[src/hfk_pkg.sv]
// Package for the halfwidth to fullwidth katakana unit: code point constants,
// the result word type and the halfwidth to fullwidth lookup.
// No dependencies.
`default_nettype none

package hfk_pkg;

   localparam int CHAR_W = 21;
   localparam int BASE_W = 16;

   // Result queue depth: a power of two, two words of room above the ready limit.
   localparam int FIFO_DEPTH = 4;

   localparam logic [CHAR_W-1:0] HW_FIRST    = 21'h00ff65;
   localparam logic [CHAR_W-1:0] HW_LAST     = 21'h00ff9d;
   localparam logic [CHAR_W-1:0] MARK_VOICED = 21'h00ff9e;
   localparam logic [CHAR_W-1:0] MARK_SEMI   = 21'h00ff9f;
   localparam logic [CHAR_W-1:0] KA_FIRST    = 21'h00ff76;
   localparam logic [CHAR_W-1:0] KA_LAST     = 21'h00ff84;
   localparam logic [CHAR_W-1:0] HA_FIRST    = 21'h00ff8a;
   localparam logic [CHAR_W-1:0] HA_LAST     = 21'h00ff8e;

   localparam logic [BASE_W-1:0] FW_HA = 16'h30cf;
   localparam logic [BASE_W-1:0] FW_HI = 16'h30d2;
   localparam logic [BASE_W-1:0] FW_FU = 16'h30d5;
   localparam logic [BASE_W-1:0] FW_HE = 16'h30d8;
   localparam logic [BASE_W-1:0] FW_HO = 16'h30db;

   typedef struct packed {
      logic [CHAR_W-1:0] out_char;
      logic              run_end;
      logic              string_end;
   } result_type;

   // Fullwidth code for halfwidth index (code point minus U+FF65).
   function automatic logic [BASE_W-1:0] fw_lookup(input logic [5:0] idx);
      logic [BASE_W-1:0] z;
      unique case (idx)
         6'd0:  z = 16'h30fb;  6'd1:  z = 16'h30f2;  6'd2:  z = 16'h30a1;
         6'd3:  z = 16'h30a3;  6'd4:  z = 16'h30a5;  6'd5:  z = 16'h30a7;
         6'd6:  z = 16'h30a9;  6'd7:  z = 16'h30e3;  6'd8:  z = 16'h30e5;
         6'd9:  z = 16'h30e7;  6'd10: z = 16'h30c3;  6'd11: z = 16'h30fc;
         6'd12: z = 16'h30a2;  6'd13: z = 16'h30a4;  6'd14: z = 16'h30a6;
         6'd15: z = 16'h30a8;  6'd16: z = 16'h30aa;  6'd17: z = 16'h30ab;
         6'd18: z = 16'h30ad;  6'd19: z = 16'h30af;  6'd20: z = 16'h30b1;
         6'd21: z = 16'h30b3;  6'd22: z = 16'h30b5;  6'd23: z = 16'h30b7;
         6'd24: z = 16'h30b9;  6'd25: z = 16'h30bb;  6'd26: z = 16'h30bd;
         6'd27: z = 16'h30bf;  6'd28: z = 16'h30c1;  6'd29: z = 16'h30c4;
         6'd30: z = 16'h30c6;  6'd31: z = 16'h30c8;  6'd32: z = 16'h30ca;
         6'd33: z = 16'h30cb;  6'd34: z = 16'h30cc;  6'd35: z = 16'h30cd;
         6'd36: z = 16'h30ce;  6'd37: z = 16'h30cf;  6'd38: z = 16'h30d2;
         6'd39: z = 16'h30d5;  6'd40: z = 16'h30d8;  6'd41: z = 16'h30db;
         6'd42: z = 16'h30de;  6'd43: z = 16'h30df;  6'd44: z = 16'h30e0;
         6'd45: z = 16'h30e1;  6'd46: z = 16'h30e2;  6'd47: z = 16'h30e4;
         6'd48: z = 16'h30e6;  6'd49: z = 16'h30e8;  6'd50: z = 16'h30e9;
         6'd51: z = 16'h30ea;  6'd52: z = 16'h30eb;  6'd53: z = 16'h30ec;
         6'd54: z = 16'h30ed;  6'd55: z = 16'h30ef;  6'd56: z = 16'h30f3;
         default: z = 16'h0000;
      endcase
      return z;
   endfunction

   function automatic logic [CHAR_W-1:0] to_full(input logic [CHAR_W-1:0] c);
      logic [15:0] off;
      off = c[15:0] - HW_FIRST[15:0];
      if (c >= HW_FIRST && c <= HW_LAST) begin
         return {5'b0, fw_lookup(off[5:0])};
      end
      return c;
   endfunction

   // Halfwidth ka..to and ha..ho: may combine with a following mark.
   function automatic logic holdable(input logic [CHAR_W-1:0] c);
      return (c >= KA_FIRST && c <= KA_LAST) || (c >= HA_FIRST && c <= HA_LAST);
   endfunction

   function automatic logic takes_semi(input logic [BASE_W-1:0] z);
      return z == FW_HA || z == FW_HI || z == FW_FU || z == FW_HE || z == FW_HO;
   endfunction

endpackage

`default_nettype wire

[src/halfwidth_to_fullwidth_katakana_unit.sv]
// Halfwidth to fullwidth katakana unit: converts a code point stream and
// composes voiced marks. Depends on hfk_pkg.
//
// A result word is written into the result queue when its input word is taken;
// a voicable base waits in the hold register for the next input word.
// Throughput: one input word per cycle while the queue is at or under READY_MAX;
// two results of one word leave by two transfers from the FIFO_DEPTH-entry queue.
// Reset: synchronous, clears the hold flag and empties the result queue.
`default_nettype none

module halfwidth_to_fullwidth_katakana_unit
   import hfk_pkg::*;
(
   input  wire logic        clock,
   input  wire logic        reset,
   input  wire logic        req_tvalid,
   output logic             req_tready,
   input  wire logic [23:0] req_tdata,   // [20:0] in_char, [23:21] zero
   input  wire logic        req_tlast,   // is_last
   output logic             rsp_tvalid,
   input  wire logic        rsp_tready,
   output logic [23:0]      rsp_tdata,   // [20:0] out_char, [23:21] zero
   output logic             rsp_tlast,   // run_end
   output logic             rsp_tuser    // [0] string_end
);

   localparam int PTR_W   = $clog2(FIFO_DEPTH);
   localparam int COUNT_W = $clog2(FIFO_DEPTH + 1);
   localparam logic [PTR_W-1:0]   PTR_ONE   = PTR_W'(1);
   localparam logic [COUNT_W-1:0] READY_MAX = COUNT_W'(FIFO_DEPTH - 2);

   logic                 held_ff, held_in;
   logic [BASE_W-1:0]    base_ff, base_in;
   result_type           fifo_ff [FIFO_DEPTH];
   result_type           fifo_in [FIFO_DEPTH];
   logic [PTR_W-1:0]     wr_ptr_ff, wr_ptr_in, rd_ptr_ff, rd_ptr_in;
   logic [COUNT_W-1:0]   count_ff, count_in;

   logic [CHAR_W-1:0]    c;
   logic                 last;
   logic                 hold_c;
   logic [CHAR_W-1:0]    fw_c;
   logic [BASE_W-1:0]    base_voiced, base_semi;
   logic                 req_fire, rsp_fire;
   logic [1:0]           push_n;
   result_type           r0, r1;
   result_type           head;

   assign c        = req_tdata[CHAR_W-1:0];
   assign last     = req_tlast;
   assign hold_c   = holdable(c);
   assign fw_c     = to_full(c);
   assign base_voiced = base_ff + 16'd1;
   assign base_semi   = base_ff + 16'd2;

   assign req_tready = count_ff <= READY_MAX;
   assign req_fire   = req_tvalid && req_tready;
   assign rsp_tvalid = count_ff != '0;
   assign rsp_fire   = rsp_tvalid && rsp_tready;

   // Results for the current word against the hold register.
   always_comb begin
      held_in = held_ff;
      base_in = base_ff;
      push_n  = 2'd0;
      r0      = '{out_char: fw_c, run_end: 1'b1, string_end: last};
      r1      = '{out_char: fw_c, run_end: 1'b1, string_end: last};
      if (req_fire) begin
         if (held_ff) begin
            held_in = 1'b0;
            push_n  = 2'd1;
            priority if (c == MARK_VOICED) begin
               r0.out_char = {5'b0, base_voiced};
            end else if (c == MARK_SEMI && takes_semi(base_ff)) begin
               r0.out_char = {5'b0, base_semi};
            end else if (hold_c && !last) begin
               held_in = 1'b1;
               base_in = fw_c[BASE_W-1:0];
               r0      = '{out_char: {5'b0, base_ff}, run_end: 1'b1, string_end: 1'b0};
            end else begin
               push_n = 2'd2;
               r0     = '{out_char: {5'b0, base_ff}, run_end: 1'b0, string_end: 1'b0};
            end
         end else if (hold_c && !last) begin
            held_in = 1'b1;
            base_in = fw_c[BASE_W-1:0];
         end else begin
            push_n = 2'd1;
         end
      end
   end

   // Result queue: push up to two words, pop one.
   always_comb begin
      for (int i = 0; i < FIFO_DEPTH; i++) begin
         fifo_in[i] = fifo_ff[i];
         if (push_n != 2'd0 && PTR_W'(i) == wr_ptr_ff) begin
            fifo_in[i] = r0;
         end
         if (push_n == 2'd2 && PTR_W'(i) == wr_ptr_ff + PTR_ONE) begin
            fifo_in[i] = r1;
         end
      end
      wr_ptr_in = wr_ptr_ff + PTR_W'(push_n);
      rd_ptr_in = rsp_fire ? rd_ptr_ff + PTR_ONE : rd_ptr_ff;
      count_in  = count_ff + COUNT_W'(push_n) - COUNT_W'(rsp_fire);
   end

   always_ff @(posedge clock) begin
      if (reset) begin
         held_ff   <= 1'b0;
         wr_ptr_ff <= '0;
         rd_ptr_ff <= '0;
         count_ff  <= '0;
      end else begin
         held_ff   <= held_in;
         wr_ptr_ff <= wr_ptr_in;
         rd_ptr_ff <= rd_ptr_in;
         count_ff  <= count_in;
      end
   end

   always_ff @(posedge clock) begin
      base_ff <= base_in;
      fifo_ff <= fifo_in;
   end

   assign head      = fifo_ff[rd_ptr_ff];
   assign rsp_tdata = {3'b0, head.out_char};
   assign rsp_tlast = head.run_end;
   assign rsp_tuser = head.string_end;

   a_count_bound: assert property (@(posedge clock) disable iff (reset)
      count_ff <= COUNT_W'(FIFO_DEPTH))
      else $error("result queue overfilled");

   a_hold_base: assert property (@(posedge clock) disable iff (reset)
      req_fire && !held_ff && hold_c && !last |=>
         held_ff && rsp_tvalid == $past(rsp_tvalid && !rsp_fire || count_ff > 1))
      else $error("voicable base not held");

   a_flush_last: assert property (@(posedge clock) disable iff (reset)
      req_fire && last |=> !held_ff && rsp_tvalid)
      else $error("base left held at end of string");

   a_end_implies_run: assert property (@(posedge clock) disable iff (reset)
      rsp_tvalid && rsp_tuser |-> rsp_tlast)
      else $error("string end without run end");

endmodule

`default_nettype wire

[config.mk]
export PLATFORM = sky130hd
export DESIGN_NAME = halfwidth_to_fullwidth_katakana_unit
export DESIGN_NICKNAME = d
export VERILOG_FILES = /design/src/hfk_pkg.sv /design/src/halfwidth_to_fullwidth_katakana_unit.sv
export SDC_FILE = /design/constraint.sdc
export NUM_CORES = 1
export LEC_CHECK = 0
export ABC_AREA = 1
export BUFFER_PORTS_ARGS = -buffer_cell sky130_fd_sc_hd__buf_2
export CAP_MARGIN = 10
export CORE_MARGIN = 3
export CORE_UTILIZATION = 60
export DETAILED_ROUTE_END_ITERATION = 7
export HOLD_SLACK_MARGIN = 0.05
export PLACE_DENSITY_LB_ADDON = 0.2
export SETUP_SLACK_MARGIN = 0.5
export SLEW_MARGIN = 20
export SYNTH_ARGS = -nofsm -noshare
export SYNTH_HDL_FRONTEND = slang
export SYNTH_SLANG_ARGS = --single-unit
[constraint.sdc]
create_clock -name clock -period 3.7 [get_ports clock]
set_input_delay 0.74 -clock clock [delete_from_list [all_inputs] [get_ports clock]]
set_output_delay 0.74 -clock clock [all_outputs]
set_load 0.02 [all_outputs]
# Yosys cells after proc, flatten, opt, wreduce, memory -nomap -nowiden

Memory sizes are Yosys's and may differ from the RTL's.
Cells that the tools add are included.

Register bits: 116
Memories: 1
Logic and storage cells: 116
Memory bits (read-only): 640
Input bits: 29

Memory list:

| name            | depth | bits a word | read ports | clocked after Yosys merged registers in | wr ports | RTL line      | text |
|---|---|---|---|---|---|---|---|
| (no name shown) | 64    | 10          | 1          | 0                                       | 0        | hfk_pkg.sv:38 | `unique case (idx)` |

$lt $le $gt $ge: 8
Reductions and logical operators: 30
Muxes and demuxes: 35
Eq/ne operators: 16
Bitwise logic cells: 1
Add/subtract/negate cells: 8

Operator list:

| cell                                                             | number |
|---|---|
| two-way mux 23 bit                                               | 12 |
| == test 16 x 14 -> 1 bit, second input constant                  | 5 |
| two-way mux 16 bit                                               | 5 |
| >= comparator 21 x 16 -> 1 bit, second input constant            | 3 |
| less-or-equal comparator 21 x 16 -> 1 bit, second input constant | 3 |
| two-way mux 21 bit                                               | 3 |
| binary-select mux 23 bit (select 2 bit)                          | 1 |
| == test 21 x 16 -> 1 bit, second input constant                  | 2 |
| adder 16 x 1 -> 16 bit, second input constant                    | 1 |
| adder 16 x 2 -> 16 bit, second input constant                    | 1 |
| two-way mux 2 bit                                                | 8 |
| logical AND 1 bit                                                | 15 |
| nonzero test 2 bit                                               | 5 |
| == test 2 bit, first input constant                              | 4 |
| two-way mux 1 bit                                                | 6 |
| subtractor 6 bit, second input constant                          | 1 |
| logical OR 1 bit                                                 | 5 |
| adder 2 x 1 -> 2 bit, second input constant                      | 2 |
| == test 1 x 2 -> 1 bit, first input constant                     | 2 |
| zero test 2 bit                                                  | 2 |
| != test 2 bit, second input constant                             | 2 |
| adder 3 x 2 -> 3 bit                                             | 1 |
| >= comparator 3 bit, second input constant                       | 1 |
| less-or-equal comparator 3 x 2 -> 1 bit, second input constant   | 1 |
| 7 further kinds                                                  | 7 |

# Logic depth before layout (Yosys ltp)

Gate-level depths: netlist of the first run.

Depth in word-level cells: 14
Mapped depth: 22
Gate-level depth less buffers: 22

# Worst setup path after synthesis of the first run

No wires, ideal clock.

Path kind: input to register
From: in req_tdata[0]
To: reg count_ff[2]
Setup slack: 0.330 ns
Setup time: 0.109 ns
Arrival time: 3.261 ns
Stages on the path: 19
Buffers on the path: 1
Path through: buf_2 > inv_1 > ha_1 > nand2_1 > nor3_1 > nand2_1 > nand2_1 > nor2_2 > and2_0 > nor2_1 > inv_1 > ha_1 > inv_1 > ha_1 > inv_1 > fa_1 > xor2_1 > inv_1 > nor2_1

Cells in the longest elaborated chain, start to end: 11
Elaborated cells on any way between the ends: 19

Ends and longest elaborated chain:

| item                                                                                               | RTL line                                                                               | text |
|---|---|---|
| start, declared                                                                                    | halfwidth_to_fullwidth_katakana_unit.sv:18                                             | `input wire logic [23:0] req_tdata,` |
| >= comparator 21 x 16 -> 1 bit / less-or-equal comparator 21 x 16 -> 1 bit (equally long branches) | hfk_pkg.sv:74                                                                          | `return (c >= KA_FIRST && c <= KA_LAST) \|\| (c >= HA_FIRST && c <= HA_LAST);` |
| logical AND 1 bit                                                                                  | hfk_pkg.sv:74                                                                          |  |
| logical OR 1 bit                                                                                   | hfk_pkg.sv:74                                                                          |  |
| logical AND 1 bit                                                                                  | halfwidth_to_fullwidth_katakana_unit.sv:76, halfwidth_to_fullwidth_katakana_unit.sv:84 |  |
| two-way mux 2 bit                                                                                  | halfwidth_to_fullwidth_katakana_unit.sv:76                                             | `end else if (hold_c && !last) begin` |
| two-way mux 2 bit                                                                                  | halfwidth_to_fullwidth_katakana_unit.sv:74                                             | `end else if (c == MARK_SEMI && takes_semi(base_ff)) begin` |
| two-way mux 2 bit                                                                                  | halfwidth_to_fullwidth_katakana_unit.sv:72                                             | `priority if (c == MARK_VOICED) begin` |
| two-way mux 2 bit *                                                                                | halfwidth_to_fullwidth_katakana_unit.sv:69                                             | `if (held_ff) begin` |
| two-way mux 2 bit *                                                                                | halfwidth_to_fullwidth_katakana_unit.sv:68                                             | `if (req_fire) begin` |
| adder 3 x 2 -> 3 bit *                                                                             | halfwidth_to_fullwidth_katakana_unit.sv:106                                            | `count_in = count_ff + COUNT_W'(push_n) - COUNT_W'(rsp_fire);` |
| subtractor 3 x 1 -> 3 bit *                                                                        | halfwidth_to_fullwidth_katakana_unit.sv:106                                            |  |
| end signal, assigned                                                                               | halfwidth_to_fullwidth_katakana_unit.sv:119                                            | `count_ff <= count_in;` |
| end, declared                                                                                      | halfwidth_to_fullwidth_katakana_unit.sv:37                                             | `logic [COUNT_W-1:0] count_ff, count_in;` |

Every way passes the cells marked *; elsewhere a longest branch is shown, timed or not.
A chain may end at the register's enable or synchronous reset.

# Final worst setup path of the first run

From: reg rd_ptr_ff[1]
To: out rsp_tdata[5]

Cells in the longest elaborated chain, start to end: 4

Ends and longest elaborated chain:

| item                                                   | RTL line                                    | text |
|---|---|---|
| start, declared                                        | halfwidth_to_fullwidth_katakana_unit.sv:36  | `logic [PTR_W-1:0] wr_ptr_ff, wr_ptr_in, rd_ptr_ff, rd_ptr_in;` |
| start signal, assigned                                 | halfwidth_to_fullwidth_katakana_unit.sv:118 | `rd_ptr_ff <= rd_ptr_in;` |
| NOT 2 -> 3 bit (not written as such)                   | halfwidth_to_fullwidth_katakana_unit.sv:128 | `assign head = fifo_ff[rd_ptr_ff];` |
| binary-select mux 23 bit (select 2 bit)                | halfwidth_to_fullwidth_katakana_unit.sv:128 |  |
| two-way mux 23 bit (not written as such) (2 in series) | halfwidth_to_fullwidth_katakana_unit.sv:128 |  |
| end, declared                                          | halfwidth_to_fullwidth_katakana_unit.sv:22  | `output logic [23:0] rsp_tdata,` |

No other way between the ends. The select of a mux whose other input is x is not followed.

==> results of run 1 <==
## cells in the final DEF (no fill, tap or decap), drive strengths merged, types with 2 or more instances in the layout
cell type	count
o21ai	118
nand2	383
buf	87
dfxtp	12
a21oi	25
xor2	15
o22ai	23
nor2	114
clkbuf	23
nand4	12
clkinv	6
a21boi	3
edfxtp	104
inv	99
xnor2	3
nor3	11
ha	22
o211ai	10
and2	2
conb	3
nand3	63
## worst min-delay path: cells and delay by family, from the launching register on
family / cells / cell delay [ps]
flops: 1 / 320
simple gates: 2 / 100
## metal layers
metal | share of wire (%) | vias to the layer above
met5 | 0 | -
met2 | 47 | 376
met3 | 9.7 | 52
met4 | 3.1 | 0
li1 | - | 3647
met1 | 40 | 3289
## layout make-up
class	instances	area, sq um
Tap cell	172	215
Fill cell	1062	3710
Timing Repair Buffer	87	528
Clock inverter	9	61.3
Sequential cell	116	3360
Multi-Input combinational cell	812	4060
Clock buffer	23	520
Inverter	96	368
## synthesized netlist by cell type, drive strengths merged
library cell / instances
or2: 1
o21ai: 118
a31oi: 1
clkinv: 2
a21boi: 3
and2: 2
inv: 94
and3: 1
conb: 1
fa: 1
xnor2: 3
xor2: 15
nand3: 63
o21a: 1
o211ai: 10
a21oi: 25
edfxtp: 104
dfxtp: 12
nor2: 114
nor3: 11
nand4: 12
clkbuf: 16
buf: 31
nand2: 383
ha: 22
o22ai: 23
## power groups by stage
stage	sequential, uW	clock, uW	combinational (uW)
3_3_place_gp	1690	0	1330
5_1_grt	1680	1660	1530
3_5_place_dp	1700	0	1370
6_report	1670	1580	1380
2_1_floorplan	1680	0	950
4_1_cts	1670	1590	1380
## state kept, by name, summed over array words and instances (netlist names)
signal,cells
fifo_ff,92
held_ff,1
wr_ptr_ff,2
base_ff,16
rd_ptr_ff,2
count_ff,3
## per-stage QoR
step	util [%]	hold slack, ps	total power [uW]	instances	worst slack (ps)
finish	71.1	457	4640	1315	619
global route	71.1	512	4870	1315	501
CTS	70.6	459	4640	1312	501
detailed placement	65.9	446	3060	1278	206
global placement	65.9	437	3030	1278	234
floorplan	-	424	2630	1071	511
## cell families after synthesis
family / after synthesis / share of synthesized area (%)
AO/OA/AOI/OAI: 181 / 13.1
XOR/XNOR: 18 / 1.97
adder cells (fa/ha/maj): 23 / 3.69
buffers and inverters: 143 / 7.94
flip-flops: 116 / 42.0
other: 1 / 0.0469
AND/OR/NAND/NOR: 587 / 31.3
## path summary, 6_finish.rpt
path / end / cells after the start / slack (ps)
worst max-delay path: rsp_tdata[5] / 4 / 620
worst min-delay path: fifo_ff[24]$_SDFFE_PP1N_ / 2 / 460
worst max register to register: count_ff[2]$_SDFF_PP0_ / 20 / 710
worst min register to register: fifo_ff[24]$_SDFFE_PP1N_ / 2 / 460
## repair_timing
| item | in CTS | in global routing |
|---|---|---|
| gates resized for setup | 1 | 11 |
| setup buffers | 2 | 3 |
| pin swaps | 0 | 3 |
| endpoints found under the setup margin | 1 | 22 |
| hold buffers | 0 | 0 |
==> qor.yml, run 1 <==
worst_setup_path:
  worstPathCellList: "inv_1 -> o21ai_0 -> o22ai_1 -> buf_2"
  r2r_start: "base_ff[0]$_DFFE_PP_"
  arrival_ps: 2340
  cp_num_buf_inv: 2
  cpLargestDelayFamily: "buffers and inverters"
  cp_max_fo: 25
  cpPeakStageDelay_ps: 740
  endpoint_kind: "primary output"
  crit_slowest_cell: "inv_1"
  startpoint: "rd_ptr_ff[1]$_SDFFE_PP0P_"
  cp_data_required_time_ps: 2960
  path_class: "reg2out"
  start_kind: "register"
grt:
  busiest_layer: "met2"
  overflow: 0
  grt_pass1_vias: 6848
  grt_use_met3_pct: 7.18
  use_met2_pct: 50.4
  grt_use_total_pct: 31.2
  grt_max_degree: 48
  antenna_found_initial: 0
  grtUsageMet1_pct: 40.8
  grt_first_pass_wirelength_mm: 35.2
clock_network:
  clk_latency_ps: 420
  cts_buffers: 17
  htree_levels: 4
  cts_tree: "yes"
  path_clk_slew_ps: 60
  clock_path_buffers: 2
  clock-root-buffer: "clkbuf_16"
  cts_sinks: 116
pwr:
  power.density_mw_per_mm2: 509
  switching_share_pct: 34.9
  peakVddDrop_v: 0.000346
  power_leakage_uw: 0.00405
  power_frac_seq_pct: 36.1
  power.share.clock_pct: 34.1
  p_int_uw: 3020
  p_switching_uw: 1620
  combPwrFrac_pct: 29.8
logic_synthesis:
  yosysTopAreaCellShare_pct: 39.0
  synth_warnings: 0
  synth_cells: 1069
  synth_cell_types: 44
  synth_area_leaders: "edfxtp_1, nand2_1, o21ai_0"
  seq_area_frac_synth_pct: 42.0
  netlist_area_sq_mm: 0.00800
  yosys.area.top_type: "edfxtp_1"
  postSynthAreaPerCell_sq_um: 7.48
  synth_seq_cells: 116
floorplanning:
  core_area_sq_mm: 0.0128
  die_y_um: 121
  dieWidth_um: 121
  die_area_sq_mm: 0.0148
  pin_count: 57
  initial_utilization_pct: 62.4
  num_rows: 41
sta:
  finalHoldViolCount: 0
  fmaxAchievable_mhz: 325
  tns_ps: 0
  post-route-period-util_pct: 83.3
  relSlewSlack_pct: 40.9
  finalCriticalPeriod_ps: 3080
  worst_pin_slew_ps: 885
  clock_skew_ps: 13.5
  rsz0062_at_grt: "false"
  slew_violations: 0
  finalSetupViolCount: 0
flow_run:
  max_cap_violations: 0
min_path:
  hp-class: "reg2reg"
  min_from: "fifo_ff[24]$_SDFFE_PP1N_"
detailed_routing:
  drc: 0
  routed_wl_mm: 22.4
  viasPerCell: 5.60
  drt-initial-drc-count: 777
  ant_nets: 0
  routedWlPerCell_um: 17.0
  vias: 7364
  drt_first_pass_iters: 5
placement:
  gp_congestion: 1.01
  place_hpwl_mm: 14.8
  dpl_cell_area_sq_mm: 0.00845
  io_buffers: 50
cells_and_area:
  postLayoutCellArea_sq_mm: 0.00912
  drive_gt1_share_pct: 17.1
  n_antenna_cell: 0
  nNetsFinal: 1182
  syn_to_final_growth_pct: 13.9
outcome:
  status: "finished clean"
Note: power is estimated with default switching activity, not from simulation.
==> inputs of run 2 (changes only) <==
--- a/config.mk
+++ b/config.mk
@@ -5,11 +5,11 @@
 export SDC_FILE = /design/constraint.sdc
 export NUM_CORES = 1
 export LEC_CHECK = 0
-export ABC_AREA = 1
+export ABC_AREA = 0
 export BUFFER_PORTS_ARGS = -buffer_cell sky130_fd_sc_hd__buf_2
 export CAP_MARGIN = 10
 export CORE_MARGIN = 3
-export CORE_UTILIZATION = 60
+export CORE_UTILIZATION = 55
 export DETAILED_ROUTE_END_ITERATION = 7
 export HOLD_SLACK_MARGIN = 0.05
 export PLACE_DENSITY_LB_ADDON = 0.2
==> constraint.sdc (replaced) <==
create_clock -name clock -period 2.64 [get_ports clock]
set_input_delay 0.528 -clock clock [delete_from_list [all_inputs] [get_ports clock]]
set_output_delay 0.528 -clock clock [all_outputs]
set_load 0.02 [all_outputs]
==> qor.yml, run 2 <==
clock_network:
  clock-root-buffer: "clkbuf_16"
  hold_buffers: 0
  clock_path_buffers: 2
  cts_buffers: 17
  htree_levels: 4
  cts_sinks: 116
logic_synthesis:
  synth_warnings: 0
  synth-edff-count: 104
  yosys.cell_count.top_type: "edfxtp_1"
  ys_top_cells_by_count: "edfxtp_1, nand2_1, nor2_1, inv_1, clkbuf_1"
  netlist_area_sq_mm: 0.00745
  yosys.area.top_type: "edfxtp_1"
  yosysTopAreaCellShare_pct: 41.9
  synth_seq_cells: 116
  seq_area_frac_synth_pct: 45.1
  synth-main-ff-cell: "edfxtp_1"
  synth_cells: 694
  postSynthAreaPerCell_sq_um: 10.7
  synth_area_leaders: "edfxtp_1, mux4_2, ha_1"
  synth_cell_types: 87
  async_reset_ff_share_pct: 0
floorplanning:
  initial_utilization_pct: 57.7
  die_y_um: 122
  num_rows: 41
  pin_count: 57
  dieWidth_um: 122
placement:
  io_buffers: 50
  gp_congestion: 0.983
  dp_cells: 1057
  place_hpwl_mm: 18.0
sta:
  worstEndpointType: "register input"
  worst_endpoint: "count_ff[2]$_SDFF_PP0_/D"
grt:
  grt_max_degree: 27
outcome:
  status: "aborted with a tool error"
  error_line: "[ERROR DPL-0038] Utilization greater than 100%, impossible to legalize"
  stop_stage: "5_1_grt"
run 2: cell count changes after synthesis, sizes merged, moves of 11 or more:
cell   delta
a22o     +18
and2     +20
inv      -60
mux2i    +12
mux4     +23
nand2   -314
nand3    -52
nor2     -71
nor4     +11
o21ai    -84
o32ai    +14
xor2     -11
run 2: cell families after synthesis:
group           share of synthesized area, %
simple gates                            17.4
compound gates                          17.8
flops                                   45.1
buf+inv                                 4.95
mux                                     8.86
fa+ha+maj                               3.96
xor+xnor                                1.86
other cells                           0.0503
run 2: what timing repair did:
| item | 4_1_cts |
|---|---|
| endpoints found under the setup margin | 240 |
| gates resized for setup | 235 |
| gates cloned | 16 |
| pin swaps | 98 |
| buffers inserted | 55 |
run 2: metrics by stage:
stage | setup TNS, ps | worst slack [ps] | cell area, sq um
4_1_cts | -8160 | -365 | 12000
2_1_floorplan | -2330 | -547 | 8040
3_5_place_dp | -61790 | -772 | 9640
3_3_place_gp | -48070 | -687 | 9640
==> inputs of run 3 (changes only) <==
--- a/config.mk
+++ b/config.mk
@@ -9,11 +9,9 @@
 export BUFFER_PORTS_ARGS = -buffer_cell sky130_fd_sc_hd__buf_2
 export CAP_MARGIN = 10
 export CORE_MARGIN = 3
-export CORE_UTILIZATION = 55
+export CORE_UTILIZATION = 40
 export DETAILED_ROUTE_END_ITERATION = 7
-export HOLD_SLACK_MARGIN = 0.05
-export PLACE_DENSITY_LB_ADDON = 0.2
-export SETUP_SLACK_MARGIN = 0.5
+export PLACE_DENSITY_LB_ADDON = 0.15
 export SLEW_MARGIN = 20
 export SYNTH_ARGS = -nofsm -noshare
 export SYNTH_HDL_FRONTEND = slang
==> constraint.sdc (replaced) <==
create_clock -name clock -period 3.43 [get_ports clock]
set_input_delay 0.686 -clock clock [delete_from_list [all_inputs] [get_ports clock]]
set_output_delay 0.686 -clock clock [all_outputs]
set_load 0.02 [all_outputs]
==> qor.yml, run 3 <==
cells_and_area:
  layout_common_cells: "edfxtp_1, buf_4, nand2_1"
  largest_reg_flops: 92
  top_regs: "fifo_ff x92, base_ff x16, count_ff x3"
  nNetsFinal: 870
  final_common_cell: "edfxtp_1"
  drive_gt1_share_pct: 30.1
  final_cells: 1060
  n_antenna_cell: 0
  syn_to_final_growth_pct: 23.2
  top_register: "fifo_ff"
sta:
  post-route-period-util_pct: 95.5
  fin_hold_ws_ps: 475
  slew_violations: 0
  fmaxAchievable_mhz: 305
  worst_pin_slew_ps: 836
  relSlewSlack_pct: 44.2
  finalHoldViolCount: 0
  finalSetupViolCount: 0
  clock_skew_ps: 6.13
  finalCriticalPeriod_ps: 3280
floorplanning:
  dieWidth_um: 143
  num_rows: 49
  die_area_sq_mm: 0.0203
  core_area_sq_mm: 0.0181
  initial_utilization_pct: 41.1
  pin_count: 57
  die_y_um: 143
logic_synthesis:
  synth_cell_types: 87
  synth-main-ff-cell: "edfxtp_1"
  yosys.cell_count.top_type: "edfxtp_1"
  synth_area_leaders: "edfxtp_1, mux4_2, ha_1"
  synth_cells: 694
  synth-edff-count: 104
  seq_area_frac_synth_pct: 45.1
  synth_seq_cells: 116
  synth_warnings: 0
  postSynthAreaPerCell_sq_um: 10.7
  ys_top_cells_by_count: "edfxtp_1, nand2_1, nor2_1, inv_1, clkbuf_1"
  netlist_area_sq_mm: 0.00745
  yosys.area.top_type: "edfxtp_1"
  yosysTopAreaCellShare_pct: 41.9
  async_reset_ff_share_pct: 0
worst_setup_path:
  endpoint: "count_ff[2]$_SDFF_PP0_"
  cp_max_fo: 8
  rr_worst_depth: 13
  reg2reg_to: "count_ff[2]$_SDFF_PP0_"
  arrival_ps: 3590
  endpoint_kind: "register"
  r2r_slack_ps: 150
  cp_data_required_time_ps: 3740
  startpoint: "base_ff[1]$_DFFE_PP_"
  path_class: "reg2reg"
  r2r_start: "base_ff[1]$_DFFE_PP_"
  start_kind: "register"
grt:
  grt_max_degree: 25
  grt_first_pass_wirelength_mm: 35.1
  overflow: 0
  grt_pass1_vias: 6231
  antenna_found_initial: 0
  grt_use_total_pct: 22.6
clock_network:
  clk_latency_ps: 420
  cts_sinks: 116
  hold_buffers: 0
  cts_buffers: 17
  clock-root-buffer: "clkbuf_16"
  cts_tree: "yes"
  clock_path_buffers: 2
  htree_levels: 4
  path_clk_slew_ps: 60
pwr:
  peakVddDrop_v: 0.000388
  power.density_mw_per_mm2: 562
  power_leakage_uw: 0.00346
detailed_routing:
  routedWlPerCell_um: 21.4
  drc: 0
  ant_nets: 0
  routed_wl_mm: 22.7
  vias: 6281
  drt-initial-drc-count: 527
  drt_first_pass_iters: 5
  viasPerCell: 5.93
flow_run:
  max_cap_violations: 0
placement:
  io_buffers: 50
  dp_cells: 1024
  place_hpwl_mm: 16.4
  gp_congestion: 0.942
min_path:
  hp-class: "reg2reg"
  hold_depth: 1
outcome:
  status: "finished clean"
-- run 3: cells by family (layout without fill, tap and decap cells) --
| group | Yosys count | in the layout | share of synthesized area (%) |
|---|---|---|---|
| other cells | 1 | 3 | 0.0503 |
| xor+xnor | 15 | 15 | 1.86 |
| fa+ha+maj | 23 | 23 | 3.96 |
| mux | 37 | 37 | 8.86 |
| simple gates | 238 | 238 | 17.4 |
| flops | 116 | 116 | 45.1 |
| compound gates | 178 | 178 | 17.8 |
| buf+inv | 86 | 221 | 4.95 |
-- run 3: repair_timing --
item / CTS / global route
gates resized for setup: 0 / 4
setup endpoints to repair: 0 / 1
hold endpoints to repair: 0 / 0
setup buffers: 0 / 4
-- run 3: final cells by class --
| class | count | area, sq um |
|---|---|---|
| Timing Repair Buffer | 154 | 1040 |
| Tap cell | 229 | 287 |
| Multi-Input combinational cell | 494 | 3750 |
| Clock inverter | 14 | 175 |
| Inverter | 35 | 133 |
| Fill cell | 1659 | 8960 |
| Clock buffer | 18 | 429 |
| Sequential cell | 116 | 3360 |
-- run 3: through the flow --
stage / power (uW) / util (%) / cell area (sq um) / setup WS (ps) / setup TNS [ps]
after global routing: 5390 / 50.6 / 9180 / -20.5 / -20.5
after global placement: 3340 / 47.0 / 8530 / -279 / -1070
after floorplan: 2830 / - / 7460 / -75.2 / -75.2
after detailed placement: 3370 / 47.0 / 8530 / -364 / -1490
after CTS: 5200 / 50.3 / 9130 / 63.9 / 0
final: 5160 / 50.6 / 9180 / 153 / 0
-- run 3: how the worst min path moves through the flow --
stage | startpoint | to | slack [ps]
2_1_floorplan | fifo_ff[24]$_SDFFE_PP1N_ | fifo_ff[24]$_SDFFE_PP1N_ | 440
3_3_place_gp | fifo_ff[24]$_SDFFE_PP1N_ | fifo_ff[24]$_SDFFE_PP1N_ | 440
3_5_place_dp | fifo_ff[47]$_SDFFE_PP1P_ | fifo_ff[47]$_SDFFE_PP1P_ | 460
4_1_cts | fifo_ff[47]$_SDFFE_PP1P_ | fifo_ff[47]$_SDFFE_PP1P_ | 470
5_1_grt | fifo_ff[24]$_SDFFE_PP1N_ | fifo_ff[24]$_SDFFE_PP1N_ | 490
6_report | fifo_ff[24]$_SDFFE_PP1N_ | fifo_ff[24]$_SDFFE_PP1N_ | 470
-- run 3: critical path, stage by stage (launching register included) --
cell,delay [ps]
edfxtp_1,400
buf_4,180
ha_1,190
nor4b_2,390
nor3_4,110
and3b_2,240
o21ai_2,180
buf_4,200
nand3_1,120
ha_1,330
fa_1,460
xnor2_1,190
xnor2_1,130
nor2_1,50
-- run 3: report_power, final --
part | internal, uW | switching (uW)
Sequential | 1740 | 116
Clock | 1150 | 678
Combinational | 642 | 836
-- run 3: metal layers --
layer	vias up	wire length, um	share of wire [%]	GRT usage [%]
met5	-	0	0	0
met4	0	408	1.8	6.15
met3	26	1600	7.1	4.81
met2	257	10700	47	36.0
met1	3082	9970	44	31.6
li1	2916	-	-	-
==> inputs of run 4 (changes only) <==
==> constraint.sdc (replaced) <==
create_clock -name clock -period 3.43 [get_ports clock]
set_input_delay 0.686 -clock clock [delete_from_list [all_inputs] [get_ports clock]]
set_output_delay 0.686 -clock clock [all_outputs]
set_load 0.05 [all_outputs]
==> qor.yml, run 4 (same netlist as run 3, synthesis figures left out) <==
placement:
  io_buffers: 50
  dp_cells: 1026
  place_hpwl_mm: 16.5
  gp_congestion: 0.909
  detailedPlace.worstSlack_ps: -336
pwr:
  power.density_mw_per_mm2: 598
  peakVddDrop_v: 0.000443
  p_total_uw: 5500
  power_leakage_uw: 0.00348
detailed_routing:
  ant_nets: 0
  viasPerCell: 6.02
  vias: 6383
  routed_wl_mm: 23.1
  routedWlPerCell_um: 21.8
  drt_first_pass_iters: 5
  drt-initial-drc-count: 541
  drc: 0
sta:
  fin_hold_ws_ps: 469
  fmaxAchievable_mhz: 307
  tns_ps: 0
  relSlewSlack_pct: 42.1
  final.setup.worst_slack_ps: 174
  post-route-period-util_pct: 94.9
  rsz0062_at_grt: "false"
  slew_violations: 0
  finalSetupViolCount: 0
  worst_pin_slew_ps: 863
  finalCriticalPeriod_ps: 3260
  finalHoldViolCount: 0
  clock_skew_ps: 12.6
floorplanning:
  pin_count: 57
  initial_utilization_pct: 41.1
  num_rows: 49
  core_area_sq_mm: 0.0181
  die_y_um: 143
  die_area_sq_mm: 0.0203
  dieWidth_um: 143
cells_and_area:
  syn_to_final_growth_pct: 23.3
  top_regs: "fifo_ff x92, base_ff x16, count_ff x3"
  n_antenna_cell: 0
  final_common_cell: "buf_4"
  multi_input_area_sq_mm: 0.00376
  nNetsFinal: 872
  top_register: "fifo_ff"
  fillers: 1648
  layout_common_cells: "buf_4, edfxtp_1, nand2_1"
  drive_gt1_share_pct: 30.2
  regArea_sq_mm: 0.00336
  final_cells: 1061
  largest_reg_flops: 92
grt:
  grt_use_met3_pct: 4.07
  busiest_layer: "met2"
  grt_use_total_pct: 22.7
  grt_max_degree: 26
  overflow: 0
  grt_first_pass_wirelength_mm: 34.9
  use_met2_pct: 34.7
  antenna_found_initial: 0
  grt_pass1_vias: 6088
  grtUsageMet1_pct: 33.0
clock_network:
  cts_sinks: 116
  path_clk_slew_ps: 60
  cts_tree: "yes"
  cts_buffers: 17
  htree_levels: 4
  clk_latency_ps: 420
  clock_path_buffers: 2
  clock-root-buffer: "clkbuf_16"
worst_setup_path:
  arrival_ps: 3560
  cp_data_required_time_ps: 3730
  r2r_slack_ps: 180
  endpoint_kind: "register"
  start_kind: "input port"
  cp_max_fo: 2
  path_class: "in2reg"
flow_run:
  max_cap_violations: 0
min_path:
  hp-class: "reg2reg"
outcome:
  status: "finished clean"
-- run 4: cell types whose count changed in the layout (fill, tap and decap cells not counted), sizes merged --
cell	before	now
inv	38	36
buf	154	156
clkinv	6	8
clkinvlp	2	1
-- run 4: per-stage QoR --
| step | cell area (sq um) | util [%] |
|---|---|---|
| 3_5_place_dp | 8540 | 47.1 |
| 5_1_grt | 9200 | 50.7 |
| 6_report | 9200 | 50.7 |
| 2_1_floorplan | 7460 | - |
| 3_3_place_gp | 8540 | 47.1 |
| 4_1_cts | 9130 | 50.3 |
-- run 4: layout make-up --
| class | instances | area share, % |
|---|---|---|
| clock buffers | 18 | 4.67 |
| clock inverters | 13 | 1.73 |
| well taps | 229 | 3.12 |
| repair buffers | 156 | 11.5 |
| multi-input cells | 494 | 40.9 |
| inverters | 35 | 1.44 |
| flip-flops and latches | 116 | 36.6 |
-- run 4: critical path: stages --
cell and delay, ps:
buf_2 100, ha_2 200, or4b_4 480, nor3_4 170, and3b_2 260, o21ai_2 80
a31oi_2 240, inv_1 70, ha_1 270, inv_1 60, ha_1 130, inv_1 50
fa_1 400, xnor2_2 170, xnor2_1 140, nor2_1 50
-- run 4: final timing paths --
path,cells after the start,startpoint,to
worst max-delay path,16,req_tdata[0],count_ff[2]$_SDFF_PP0_
worst min-delay path,1,fifo_ff[24]$_SDFFE_PP1N_,fifo_ff[24]$_SDFFE_PP1N_
worst min register to register,1,fifo_ff[24]$_SDFFE_PP1N_,fifo_ff[24]$_SDFFE_PP1N_
worst max register to register,14,base_ff[13]$_DFFE_PP_,count_ff[2]$_SDFF_PP0_
-- run 4: timing repair --
item | CTS | global route
setup buffers | 0 | 4
endpoints found under the setup margin | 0 | 1
resized for setup | 0 | 6
hold buffers | 0 | 0
-- run 4: metal layers --
layer / vias up / routed length (um)
li1: 2925 / -
met1: 3149 / 10500
met2: 286 / 10600
met3: 23 / 1650
met4: 0 / 371
met5: - / 0
-- run 4: where the power goes --
group	internal [uW]	switching, uW	total, uW
combinational	638	1260	1900
clock	1140	659	1800
sequential	1740	60.9	1800
total	3520	1980	5500
